## config.mk

```make
export PLATFORM = sky130hd
export DESIGN_NAME = morse_keyer
export DESIGN_NICKNAME = d
export VERILOG_FILES = /design/src/design/mk_pkg.sv /design/src/design/morse_keyer.sv
export SDC_FILE = /design/constraint.sdc
export NUM_CORES = 1
export LEC_CHECK = 0
export ABC_AREA = 1
export BUFFER_PORTS_ARGS = -buffer_cell sky130_fd_sc_hd__buf_2
export CAP_MARGIN = 15
export CELL_PAD_IN_SITES_DETAIL_PLACEMENT = 2
export CELL_PAD_IN_SITES_GLOBAL_PLACEMENT = 2
export CORE_MARGIN = 5
export CORE_UTILIZATION = 34
export DETAILED_ROUTE_END_ITERATION = 7
export PLACE_DENSITY_LB_ADDON = 0.08
export SETUP_SLACK_MARGIN = 0.15
export SKIP_CTS_REPAIR_TIMING = 1
export SYNTH_ARGS = -nofsm -noshare
export SYNTH_HDL_FRONTEND = slang
export SYNTH_SLANG_ARGS = --single-unit
```

## constraint.sdc

```tcl
create_clock -name clk -period 3.7 [get_ports clk]
set_input_delay 0.185 -clock clk [delete_from_list [all_inputs] [get_ports clk]]
set_output_delay 0.185 -clock clk [all_outputs]
set_load 0.05 [all_outputs]
```

## src/design/mk_pkg.sv

```systemverilog
// Package with the Morse code tables, character codes and shared types of the keyer.
package mk_pkg;

  localparam int MAX_CODE_SLOTS = 7;
  localparam int PAT_W = MAX_CODE_SLOTS - 1;
  localparam int CNT_W = $clog2(MAX_CODE_SLOTS);

  localparam logic [7:0] CH_SPACE = 8'h20;
  localparam logic [7:0] CH_LOWER_LO = 8'd97;
  localparam logic [7:0] CH_LOWER_HI = 8'd122;
  localparam logic [7:0] CH_CASE_DIFF = 8'd32;
  localparam logic [7:0] CH_A = 8'h41;
  localparam logic [7:0] CH_Z = 8'h5A;
  localparam logic [7:0] CH_0 = 8'h30;
  localparam logic [7:0] CH_9 = 8'h39;
  localparam logic [7:0] CH_QUEST = 8'h3F;
  localparam logic [7:0] CH_EQUAL = 8'h3D;
  localparam logic [7:0] CH_COMMA = 8'h2C;
  localparam logic [7:0] CH_SLASH = 8'h2F;

  localparam logic [0:0] REG_DOT_TIME = 1'b0;
  localparam logic [0:0] REG_TX_ENABLE = 1'b1;

  localparam logic [15:0] DOT_TIME_RESET = 16'd40;

  localparam logic [2:0] UNITS_DIT = 3'd1;
  localparam logic [2:0] UNITS_GAP = 3'd2;
  localparam logic [2:0] UNITS_DAH = 3'd3;
  localparam logic [2:0] UNITS_SPACE = 3'd6;

  localparam logic [CNT_W-1:0] LETTER_LEN [26] = '{
    3'd2, 3'd4, 3'd4, 3'd3, 3'd1, 3'd4, 3'd3, 3'd4, 3'd2, 3'd4, 3'd3, 3'd4, 3'd2,
    3'd2, 3'd3, 3'd4, 3'd4, 3'd3, 3'd3, 3'd1, 3'd3, 3'd4, 3'd3, 3'd4, 3'd4, 3'd4
  };

  localparam logic [PAT_W-1:0] LETTER_PAT [26] = '{
    6'd1, 6'd8, 6'd10, 6'd4, 6'd0, 6'd2, 6'd6, 6'd0, 6'd0, 6'd7, 6'd5, 6'd4, 6'd3,
    6'd2, 6'd7, 6'd6, 6'd13, 6'd2, 6'd0, 6'd1, 6'd1, 6'd1, 6'd3, 6'd9, 6'd11, 6'd12
  };

  localparam logic [PAT_W-1:0] DIGIT_PAT [10] = '{
    6'd31, 6'd15, 6'd7, 6'd3, 6'd1, 6'd0, 6'd16, 6'd24, 6'd28, 6'd30
  };

  typedef struct packed {
    logic             hit;
    logic [CNT_W-1:0] len;
    logic [PAT_W-1:0] pat;
  } code_t;

  // Looks up an upper-case character; the pattern comes back left-aligned, 1 = dah.
  function automatic code_t lookup(input logic [7:0] c);
    code_t            res;
    logic [7:0]       ofs_l;
    logic [7:0]       ofs_d;
    logic [PAT_W-1:0] raw;
    ofs_l = c - CH_A;
    ofs_d = c - CH_0;
    res.hit = 1'b1;
    res.len = CNT_W'(5);
    raw = '0;
    if (c >= CH_A && c <= CH_Z) begin
      res.len = LETTER_LEN[ofs_l[4:0]];
      raw = LETTER_PAT[ofs_l[4:0]];
    end else if (c >= CH_0 && c <= CH_9) begin
      raw = DIGIT_PAT[ofs_d[3:0]];
    end else if (c == CH_QUEST) begin
      res.len = CNT_W'(6);
      raw = PAT_W'(12);
    end else if (c == CH_EQUAL) begin
      raw = PAT_W'(17);
    end else if (c == CH_COMMA) begin
      res.len = CNT_W'(6);
      raw = PAT_W'(51);
    end else if (c == CH_SLASH) begin
      raw = PAT_W'(18);
    end else begin
      res.hit = 1'b0;
      res.len = '0;
    end
    res.pat = raw << (CNT_W'(PAT_W) - res.len);
    return res;
  endfunction

endpackage

```

## src/design/morse_keyer.sv

```systemverilog
// Morse keyer top level: character input, segment sequencer and registered segment output.
//
// The block takes one ASCII character on the char channel (char_valid, char_stall,
// char_code) and sends out keying segments on the seg channel (seg_valid, seg_stall
// and the segment fields). Lower-case letters are folded to upper case. A space gives
// one key-off segment of six dots; a known character gives an on segment and a one-dot
// off segment per element, then a two-dot closing gap; anything else gives no segment.
// The pattern of a character is held in a shift register and one element is shifted
// out per on/off pair. After a character is accepted the sequencer enters its first
// state, which then loads the first segment into the output register. A new character
// is taken once the last segment of the previous one is in the output register.
// The configuration channel (cfg_valid, cfg_ready, cfg_index, cfg_data) writes the dot
// time at index 0 and the transmitter enable at index 1; it is always ready. The user
// must write it only while the keyer is idle; the block does not enforce this. Reset
// is synchronous and restores a dot time of 40 ticks with the transmitter enabled, and
// empties the sequencer and output register. While seg_stall is high the shown segment
// holds and the sequencer waits to emit its next segment.
module morse_keyer
  import mk_pkg::*;
(
  input  logic        clk,
  input  logic        rst,
  input  logic        char_valid,
  output logic        char_stall,
  input  logic [7:0]  char_code,
  output logic        seg_valid,
  input  logic        seg_stall,
  output logic        key_on,
  output logic        tx_on,
  output logic [2:0]  length_units,
  output logic [18:0] length_ticks,
  output logic        end_of_char,
  input  logic        cfg_valid,
  output logic        cfg_ready,
  input  logic [0:0]  cfg_index,
  input  logic [15:0] cfg_data
);

  typedef enum logic [4:0] {
    S_IDLE  = 5'b00001,
    S_ON    = 5'b00010,
    S_OFF   = 5'b00100,
    S_GAP   = 5'b01000,
    S_SPACE = 5'b10000
  } state_t;

  state_t           state;
  state_t           state_next;
  logic [15:0]      dot_time;
  logic             tx_enable;
  logic [PAT_W-1:0] pat;
  logic [PAT_W-1:0] pat_next;
  logic [CNT_W-1:0] cnt;
  logic [CNT_W-1:0] cnt_next;
  logic [7:0]       folded;
  code_t            code;
  logic             out_free;
  logic             emit;
  logic             emit_on;
  logic             emit_last;
  logic [2:0]       emit_units;
  logic [18:0]      dot1;
  logic [18:0]      dot2;
  logic [18:0]      emit_ticks;

  assign cfg_ready = 1'b1;
  assign char_stall = (state != S_IDLE);
  assign out_free = !seg_valid || !seg_stall;

  always_comb begin
    folded = char_code;
    if (char_code >= CH_LOWER_LO && char_code <= CH_LOWER_HI) begin
      folded = char_code - CH_CASE_DIFF;
    end
    code = lookup(folded);
  end

  always_comb begin
    state_next = state;
    pat_next = pat;
    cnt_next = cnt;
    emit = 1'b0;
    emit_on = 1'b0;
    emit_last = 1'b0;
    emit_units = UNITS_DIT;
    unique case (state)
      S_IDLE: begin
        if (char_valid) begin
          if (char_code == CH_SPACE) begin
            state_next = S_SPACE;
          end else if (code.hit) begin
            state_next = S_ON;
            pat_next = code.pat;
            cnt_next = code.len;
          end
        end
      end
      S_ON: begin
        emit = out_free;
        emit_on = 1'b1;
        emit_units = pat[PAT_W-1] ? UNITS_DAH : UNITS_DIT;
        if (out_free) begin
          pat_next = {pat[PAT_W-2:0], 1'b0};
          cnt_next = cnt - 1'b1;
          state_next = S_OFF;
        end
      end
      S_OFF: begin
        emit = out_free;
        if (out_free) begin
          state_next = (cnt == '0) ? S_GAP : S_ON;
        end
      end
      S_GAP: begin
        emit = out_free;
        emit_units = UNITS_GAP;
        emit_last = 1'b1;
        if (out_free) begin
          state_next = S_IDLE;
        end
      end
      S_SPACE: begin
        emit = out_free;
        emit_units = UNITS_SPACE;
        emit_last = 1'b1;
        if (out_free) begin
          state_next = S_IDLE;
        end
      end
      default: begin
        state_next = S_IDLE;
      end
    endcase
  end

  always_comb begin
    dot1 = {3'b000, dot_time};
    dot2 = {2'b00, dot_time, 1'b0};
    unique case (emit_units)
      UNITS_DIT:   emit_ticks = dot1;
      UNITS_GAP:   emit_ticks = dot2;
      UNITS_DAH:   emit_ticks = dot1 + dot2;
      UNITS_SPACE: emit_ticks = {dot1[17:0], 1'b0} + {dot2[17:0], 1'b0};
      default:     emit_ticks = '0;
    endcase
  end

  always_ff @(posedge clk) begin
    if (rst) begin
      state <= S_IDLE;
      seg_valid <= 1'b0;
      dot_time <= DOT_TIME_RESET;
      tx_enable <= 1'b1;
    end else begin
      state <= state_next;
      if (emit) begin
        seg_valid <= 1'b1;
      end else if (!seg_stall) begin
        seg_valid <= 1'b0;
      end
      if (cfg_valid && cfg_ready) begin
        unique case (cfg_index)
          REG_DOT_TIME:  dot_time <= cfg_data;
          REG_TX_ENABLE: tx_enable <= cfg_data[0];
          default:       dot_time <= dot_time;
        endcase
      end
    end
  end

  always_ff @(posedge clk) begin
    pat <= pat_next;
    cnt <= cnt_next;
    if (emit) begin
      key_on <= emit_on;
      tx_on <= emit_on & tx_enable;
      length_units <= emit_units;
      length_ticks <= emit_ticks;
      end_of_char <= emit_last;
    end
  end

endmodule

```

Word-level counts from Yosys, hierarchy flattened
Memory sizes are Yosys's and may differ from the RTL's.
Cells that the tools add are included.
{"block": "classes", "addsub": 7, "order_cmp": 8, "eq_ne": 23, "n_shift": 1, "muxes": 48, "n_bitwise": 4, "n_reduce_logical": 14}
{"op": "2-to-1 mux 6 bit", "n": 13}
{"op": "case mux 19 bit (4 select lines)", "n": 1}
{"op": "equality test 8 x 6 -> 1 bit, second input constant", "n": 5}
{"op": "2-to-1 mux 5 bit", "n": 7}
{"op": "2-to-1 mux 3 bit", "n": 9}
{"op": "case mux 5 bit (4 select lines)", "n": 1}
{"op": "adder 17 x 18 -> 19 bit", "n": 1}
{"op": "adder 16 x 17 -> 18 bit", "n": 1}
{"op": "greater-or-equal comparator 8 x 7 -> 1 bit, second input constant", "n": 2}
{"op": "<= comparator 8 x 7 -> 1 bit, second input constant", "n": 2}
{"op": "2-to-1 mux 4 bit", "n": 4}
{"op": "case mux 6 bit (2 select lines)", "n": 1}
{"op": "inequality test 2 bit, second input constant", "n": 5}
{"op": "AND reduction 5 bit", "n": 2}
{"op": "case mux 3 bit (3 select lines)", "n": 1}
{"op": "greater-or-equal comparator 8 x 6 -> 1 bit, second input constant", "n": 1}
{"op": "<= comparator 8 x 6 -> 1 bit, second input constant", "n": 1}
{"op": "2-to-1 mux 1 bit", "n": 8}
{"op": "2-to-1 mux 8 bit", "n": 1}
{"op": "subtractor 8 x 6 -> 8 bit, second input constant", "n": 1}
{"op": "equality test 3 x 2 -> 1 bit, second input constant", "n": 2}
{"op": "greater-or-equal comparator 6 bit, second input constant", "n": 1}
{"op": "inverter 5 -> 6 bit", "n": 1}
{"op": "case mux 3 bit (2 select lines)", "n": 1}
{"op": "other kinds (28)", "n": 33}
{"block": "word_totals", "reg_bits": 57, "romBits": 384, "input_bits": 30, "output_inout_bits": 28, "word_cells": 119, "n_memories": 3}
{"name": "(no name shown)", "depth": 32, "word_bits": 6, "rd": 1, "rd_ports_with_merged_regs": 0, "wr": 0, "line": "mk_pkg.sv:64", "text": "raw = LETTER_PAT[ofs_l[4:0]];"}
{"name": "(no name shown)", "depth": 16, "word_bits": 6, "rd": 1, "rd_ports_with_merged_regs": 0, "wr": 0, "line": "mk_pkg.sv:66", "text": "raw = DIGIT_PAT[ofs_d[3:0]];"}
{"name": "(no name shown)", "depth": 32, "word_bits": 3, "rd": 1, "rd_ports_with_merged_regs": 0, "wr": 0, "line": "mk_pkg.sv:63", "text": "res.len = LETTER_LEN[ofs_l[4:0]];"}

Longest topological paths before layout
{"block": "depth", "depth_word": 16, "ltp_mapped": 21, "mapped_depth_nobuf": 20}

Least setup slack after synthesis
No wires, ideal clock.
{"block": "synth_path", "kind": "input -> register", "startpoint": "input char_code[0]", "endpoint": "register cnt[0], enable pin", "setup_time_ps": 399, "arrival_time_ps": 2526, "required_ps": 3301, "slack_ps": 775, "cell_stages": 13, "path_buffers": 1, "path_cell_list": "inv_1 ha_1 buf_2 nand4_2 nand2_2 inv_1 nand3_1 nand2_1 nor2_4 o211ai_1 nand2_1 nor3_1 nor4_1"}
{"block": "synth_between", "elab_chain_cells": 12, "word_cells_on_any_way": 25, "cone_classes": "add/sub (1); order compare (6); eq/ne (7); mux (7); reduce/logical (4)"}
{"element": "start: declaration", "line": "morse_keyer.sv:25", "text": "input logic [7:0] char_code,"}
{"element": "greater-or-equal comparator 8 x 7 -> 1 bit / <= comparator 8 x 7 -> 1 bit (equally long branches)", "line": "morse_keyer.sv:72", "text": "if (char_code >= CH_LOWER_LO && char_code <= CH_LOWER_HI) begin"}
{"element": "logical AND 1 bit", "line": "morse_keyer.sv:72"}
{"element": "2-to-1 mux 8 bit", "line": "morse_keyer.sv:72"}
{"element": "equality test 8 x 6 -> 1 bit", "line": "mk_pkg.sv:75", "text": "end else if (c == CH_SLASH) begin"}
{"element": "2-to-1 mux 4 bit", "line": "mk_pkg.sv:75"}
{"element": "2-to-1 mux 1 bit", "line": "mk_pkg.sv:72", "text": "end else if (c == CH_COMMA) begin"}
{"element": "2-to-1 mux 4 bit", "line": "mk_pkg.sv:70", "text": "end else if (c == CH_EQUAL) begin"}
{"element": "2-to-1 mux 1 bit", "line": "mk_pkg.sv:67", "text": "end else if (c == CH_QUEST) begin"}
{"element": "2-to-1 mux 4 bit", "line": "mk_pkg.sv:65", "text": "end else if (c >= CH_0 && c <= CH_9) begin"}
{"element": "2-to-1 mux 1 bit", "line": "mk_pkg.sv:62", "text": "if (c >= CH_A && c <= CH_Z) begin"}
{"element": "inequality test 2 bit (no source line)"}
{"element": "AND reduction 5 bit (no source line) *"}
{"element": "end signal: assignment", "line": "morse_keyer.sv:173", "text": "cnt <= cnt_next;"}
{"element": "end: declaration", "line": "morse_keyer.sv:53", "text": "logic [CNT_W-1:0] cnt;"}
Mark *: on every way between the ends. The rest lies on a longest branch, timed or not.
A chain may end at the register's enable or synchronous reset.

Final worst setup path
{"block": "layout_path", "startpoint": "input char_code[0]", "endpoint": "register pat[5] (data pin)"}
{"block": "layout_between", "elab_chain_cells": 16, "word_cells_on_any_way": 46, "cone_classes": "add/sub (4); order compare (6); eq/ne (4); shift (1); mux (23); bitwise (2); reduce/logical (3); memory (3)"}
{"element": "greater-or-equal comparator 8 x 7 -> 1 bit / <= comparator 8 x 7 -> 1 bit (equally long branches)", "line": "morse_keyer.sv:72"}
{"element": "logical AND 1 bit", "line": "morse_keyer.sv:72"}
{"element": "2-to-1 mux 8 bit *", "line": "morse_keyer.sv:72"}
{"element": "branches (longest 8 deep; another with subtractor 5 x 1 -> 5 bit)"}
{"element": "<< shifter 6 x 3 -> 6 bit *", "line": "mk_pkg.sv:81", "text": "res.pat = raw << (CNT_W'(PAT_W) - res.len);"}
{"element": "2-to-1 mux 6 bit *", "line": "morse_keyer.sv:91", "text": "end else if (code.hit) begin"}
{"element": "2-to-1 mux 6 bit *", "line": "morse_keyer.sv:89", "text": "if (char_code == CH_SPACE) begin"}
{"element": "2-to-1 mux 6 bit *", "line": "morse_keyer.sv:88", "text": "if (char_valid) begin"}
{"element": "case mux 6 bit (2 select lines) *", "line": "morse_keyer.sv:86", "text": "unique case (state)"}
{"element": "via pat_next[5]", "line": "morse_keyer.sv:52", "text": "logic [PAT_W-1:0] pat_next;"}
{"element": "end signal: assignment", "line": "morse_keyer.sv:172", "text": "pat <= pat_next;"}
{"element": "end: declaration", "line": "morse_keyer.sv:51", "text": "logic [PAT_W-1:0] pat;"}
Mark *: on every way through the listed nets, which the timed path passes. The select of a mux whose other input is x is not followed.

==> flow_summary.yaml <==
outcome:
  status: "complete, no violations"
setup_path:
  slowest_stage: "ha_1"
  rr_startpoint: "dot_time[2]"
  critical-path-top-delay-family: "simple AND/OR/NAND/NOR gates"
  crit_path_start_kind: "primary input"
  cp_common_cell: "nand2_1"
  critPathKind: "in2reg"
  worstPathArrival_ps: 3030
  rrSetupSlack_ps: 940
  startpoint: "char_code[0]"
  worstSetupEndpointType: "flop"
  reg2reg_to: "length_ticks[14]"
  critPathRequiredTime_ps: 3800
  endpoint: "pat[5]"
  path_depth: 21
  path_max_fanout: 8
  path_buf_inv: 5
  reg2reg_depth: 13
  slowest_delay_ps: 380
  crit_chain: "buf_2 > inv_1 > ha_1 > inv_1 > ha_1 > inv_1 > nand2_1 > o21ai_0 > nand2_1 > o21ai_0 > nand2_1 > nand2_1 > nor2_2 > nor2_2 > inv_2 > nand2_2 > nand2_2 > nand2_2 > nand3_1 > nand3_1 > nand2_1"
detailed_routing:
  drtPass1Iterations: 4
  drt_iter0_markers: 129
  via_per_inst: 5.21
  vias: 4233
  wl_um: 14500
  wl_per_cell_um: 17.8
  drc: 0
  ant_nets: 0
sta:
  drv_slew: 0
  finalClockSkew_ps: 6.52
  setup_violations: 0
  relSlewSlack: 0.464
  worst_pin_slew_ps: 803
  hold_viol: 0
  setup_tns_ps: 0
  period_minus_slack_ps: 2940
  clock.fmax_mhz: 341
  fin_crit_sh: 0.793
  rsz0062_at_grt: "false"
logic_synthesis:
  yosysWarnings: 0
  yosysUniqueCellTypes: 51
  synth-xor-area-share: 0.0278
  ys_async_sr_fraction: 0
  ys_seq_area_frac: 0.339
  synthAdderAreaFrac: 0.0819
  synth_top_area_share: 0.234
  netlist_instances: 574
  yosys-top-cells-area: "edfxtp_1 (23%), nand2_1 (11%), dfxtp_1 (11%)"
  syn_nets: 632
  synth_top_cell_by_area: "edfxtp_1"
  syn_area_per_cell_sq_um: 7.61
  synth_mux_area_frac: 0
  syn-cell-area_sq_um: 4370
  synth-edff-count: 34
  yosys.area_share.simple: 0.329
  synth_compound_area_frac: 0.157
  ys.flop_type: "edfxtp_1"
  synth_seq_cells: 57
  synth_top_family_by_area: "simple AND/OR/NAND/NOR gates"
power_and_ir_drop:
  p_per_area_nw_per_um2: 542
  p_leak_nw: 2.34
  ir_drop_v: 0.000193
die:
  die_w_um: 123
  coreArea_sq_um: 12600
  die_area_sq_um: 15200
  die_h_um: 123
  initial_core_util: 0.346
  ios: 58
  row_count: 41
final_layout:
  areaGrowthSynthToFinish_pct: 18.4
  layout-drive-gt1-share: 0.222
  fin_cells: 813
  layout_common_cells: "nand2_1 (129), buf_2 (56), nor2_1 (53), inv_1 (53)"
  layout_commonest_cell: "nand2_1"
  nets: 694
  antenna_cells: 0
global_routing:
  overflow: 0
  grt_max_degree: 26
  grt_pass1_wl_um: 24100
  grt_use_total: 0.204
  grt_pass1_vias: 4768
  antenna_found_initial: 0
clocking:
  clockRootBuffer: "clkbuf_16"
  clkSinkCount: 57
  htree_levels: 3
  clkLatencyLatePin_ps: 340
  cts_tree: "yes"
  cts.clk_slew.worst_paths_ps: 60
  clk_path_buf_depth: 2
  cts-buffers-inserted: 9
place:
  dp_cells: 797
  dp_hpwl_um: 11300
  io_buffer_count: 56
  place.gp.congestion: 0.831
run:
  cap_violations: 0
worst_hold_path:
  hp-class: "in2reg"
==> how the worst min path moves through the flow <==
stage / cells after the start / startpoint / end / slack, ps
floorplan: 1 / rst / seg_valid / 250
global placement: 3 / cfg_data[3] / dot_time[3] / 400
detailed placement: 3 / cfg_data[5] / dot_time[5] / 410
CTS: 3 / cfg_data[5] / dot_time[5] / 50
global route: 3 / cfg_data[5] / dot_time[5] / 90
finish: 3 / cfg_data[5] / dot_time[5] / 60
==> synth_stat cells (3+ instances only) <==
library cell and number:
nand2_1 129, inv_1 53, nor2_1 53, a21oi_1 40, o21ai_0 39, edfxtp_1 34, nand3_1 32, ha_1 27
dfxtp_1 23, nand2_2 18, nand4_1 11, nor2_2 10, nor3_1 10, inv_2 8, xor2_1 8, o2111ai_1 7
clkbuf_1 6, nand3_2 6, nand2_4 5, o211ai_1 5, o22ai_1 5, nor2_4 4, xnor2_1 4, nand3_4 3
==> kinds of logic after synthesis <==
family          Yosys count
compound gates          115
xor+xnor                 13
simple gates            289
other cells               1
fa+ha+maj                28
flops                    57
buf+inv                  71
==> flip-flops by register name, indices dropped and copies added (netlist names), 3 cells and up <==
register	cells
dot_time	16
length_units	3
length_ticks	19
cnt	3
pat	6
state	5
==> worst min-delay path, stage by stage <==
cell	delay (ps)
buf_2	80
nand2_1	40
nand3_1	60
==> where the power goes <==
part / switching (mW) / leakage [nW] / internal, mW
Clock: 0.315 / 0.152 / 0.588
Sequential: 0.0631 / 0.506 / 0.858
Combinational: 0.731 / 1.68 / 0.250
==> metal layers <==
layer / up-vias / part of all wire / GRT usage / routed length, um
li1: 2082 / - / - / -
met1: 2082 / 0.41 / 0.224 / 5950
met2: 48 / 0.54 / 0.388 / 7850
met3: 21 / 0.025 / 0.0375 / 362
met4: 0 / 0.023 / 0.0740 / 336
met5: - / 0 / 0 / 0
==> metrics by stage <==
stage	util	worst slack [ps]	total power [mW]	cell area, sq um	hold WS, ps
finish	0.410	765	2.80	5170	64.1
global route	0.410	417	2.96	5170	86.7
global placement	0.385	601	1.88	4850	396
floorplan	-	775	1.63	4370	254
detailed placement	0.385	403	1.92	4850	409
CTS	0.410	763	2.84	5170	53.1
==> area by class of cell <==
class / instances / area (sq um)
clock buffer: 9 / 225
inverter: 61 / 229
timing repair buffer: 61 / 318
tap: 172 / 215
clock inverter: 7 / 93.8
fill: 1519 / 7450
multi-input combinational: 446 / 2610
sequential: 57 / 1480
(Power assumes the default switching activity.)
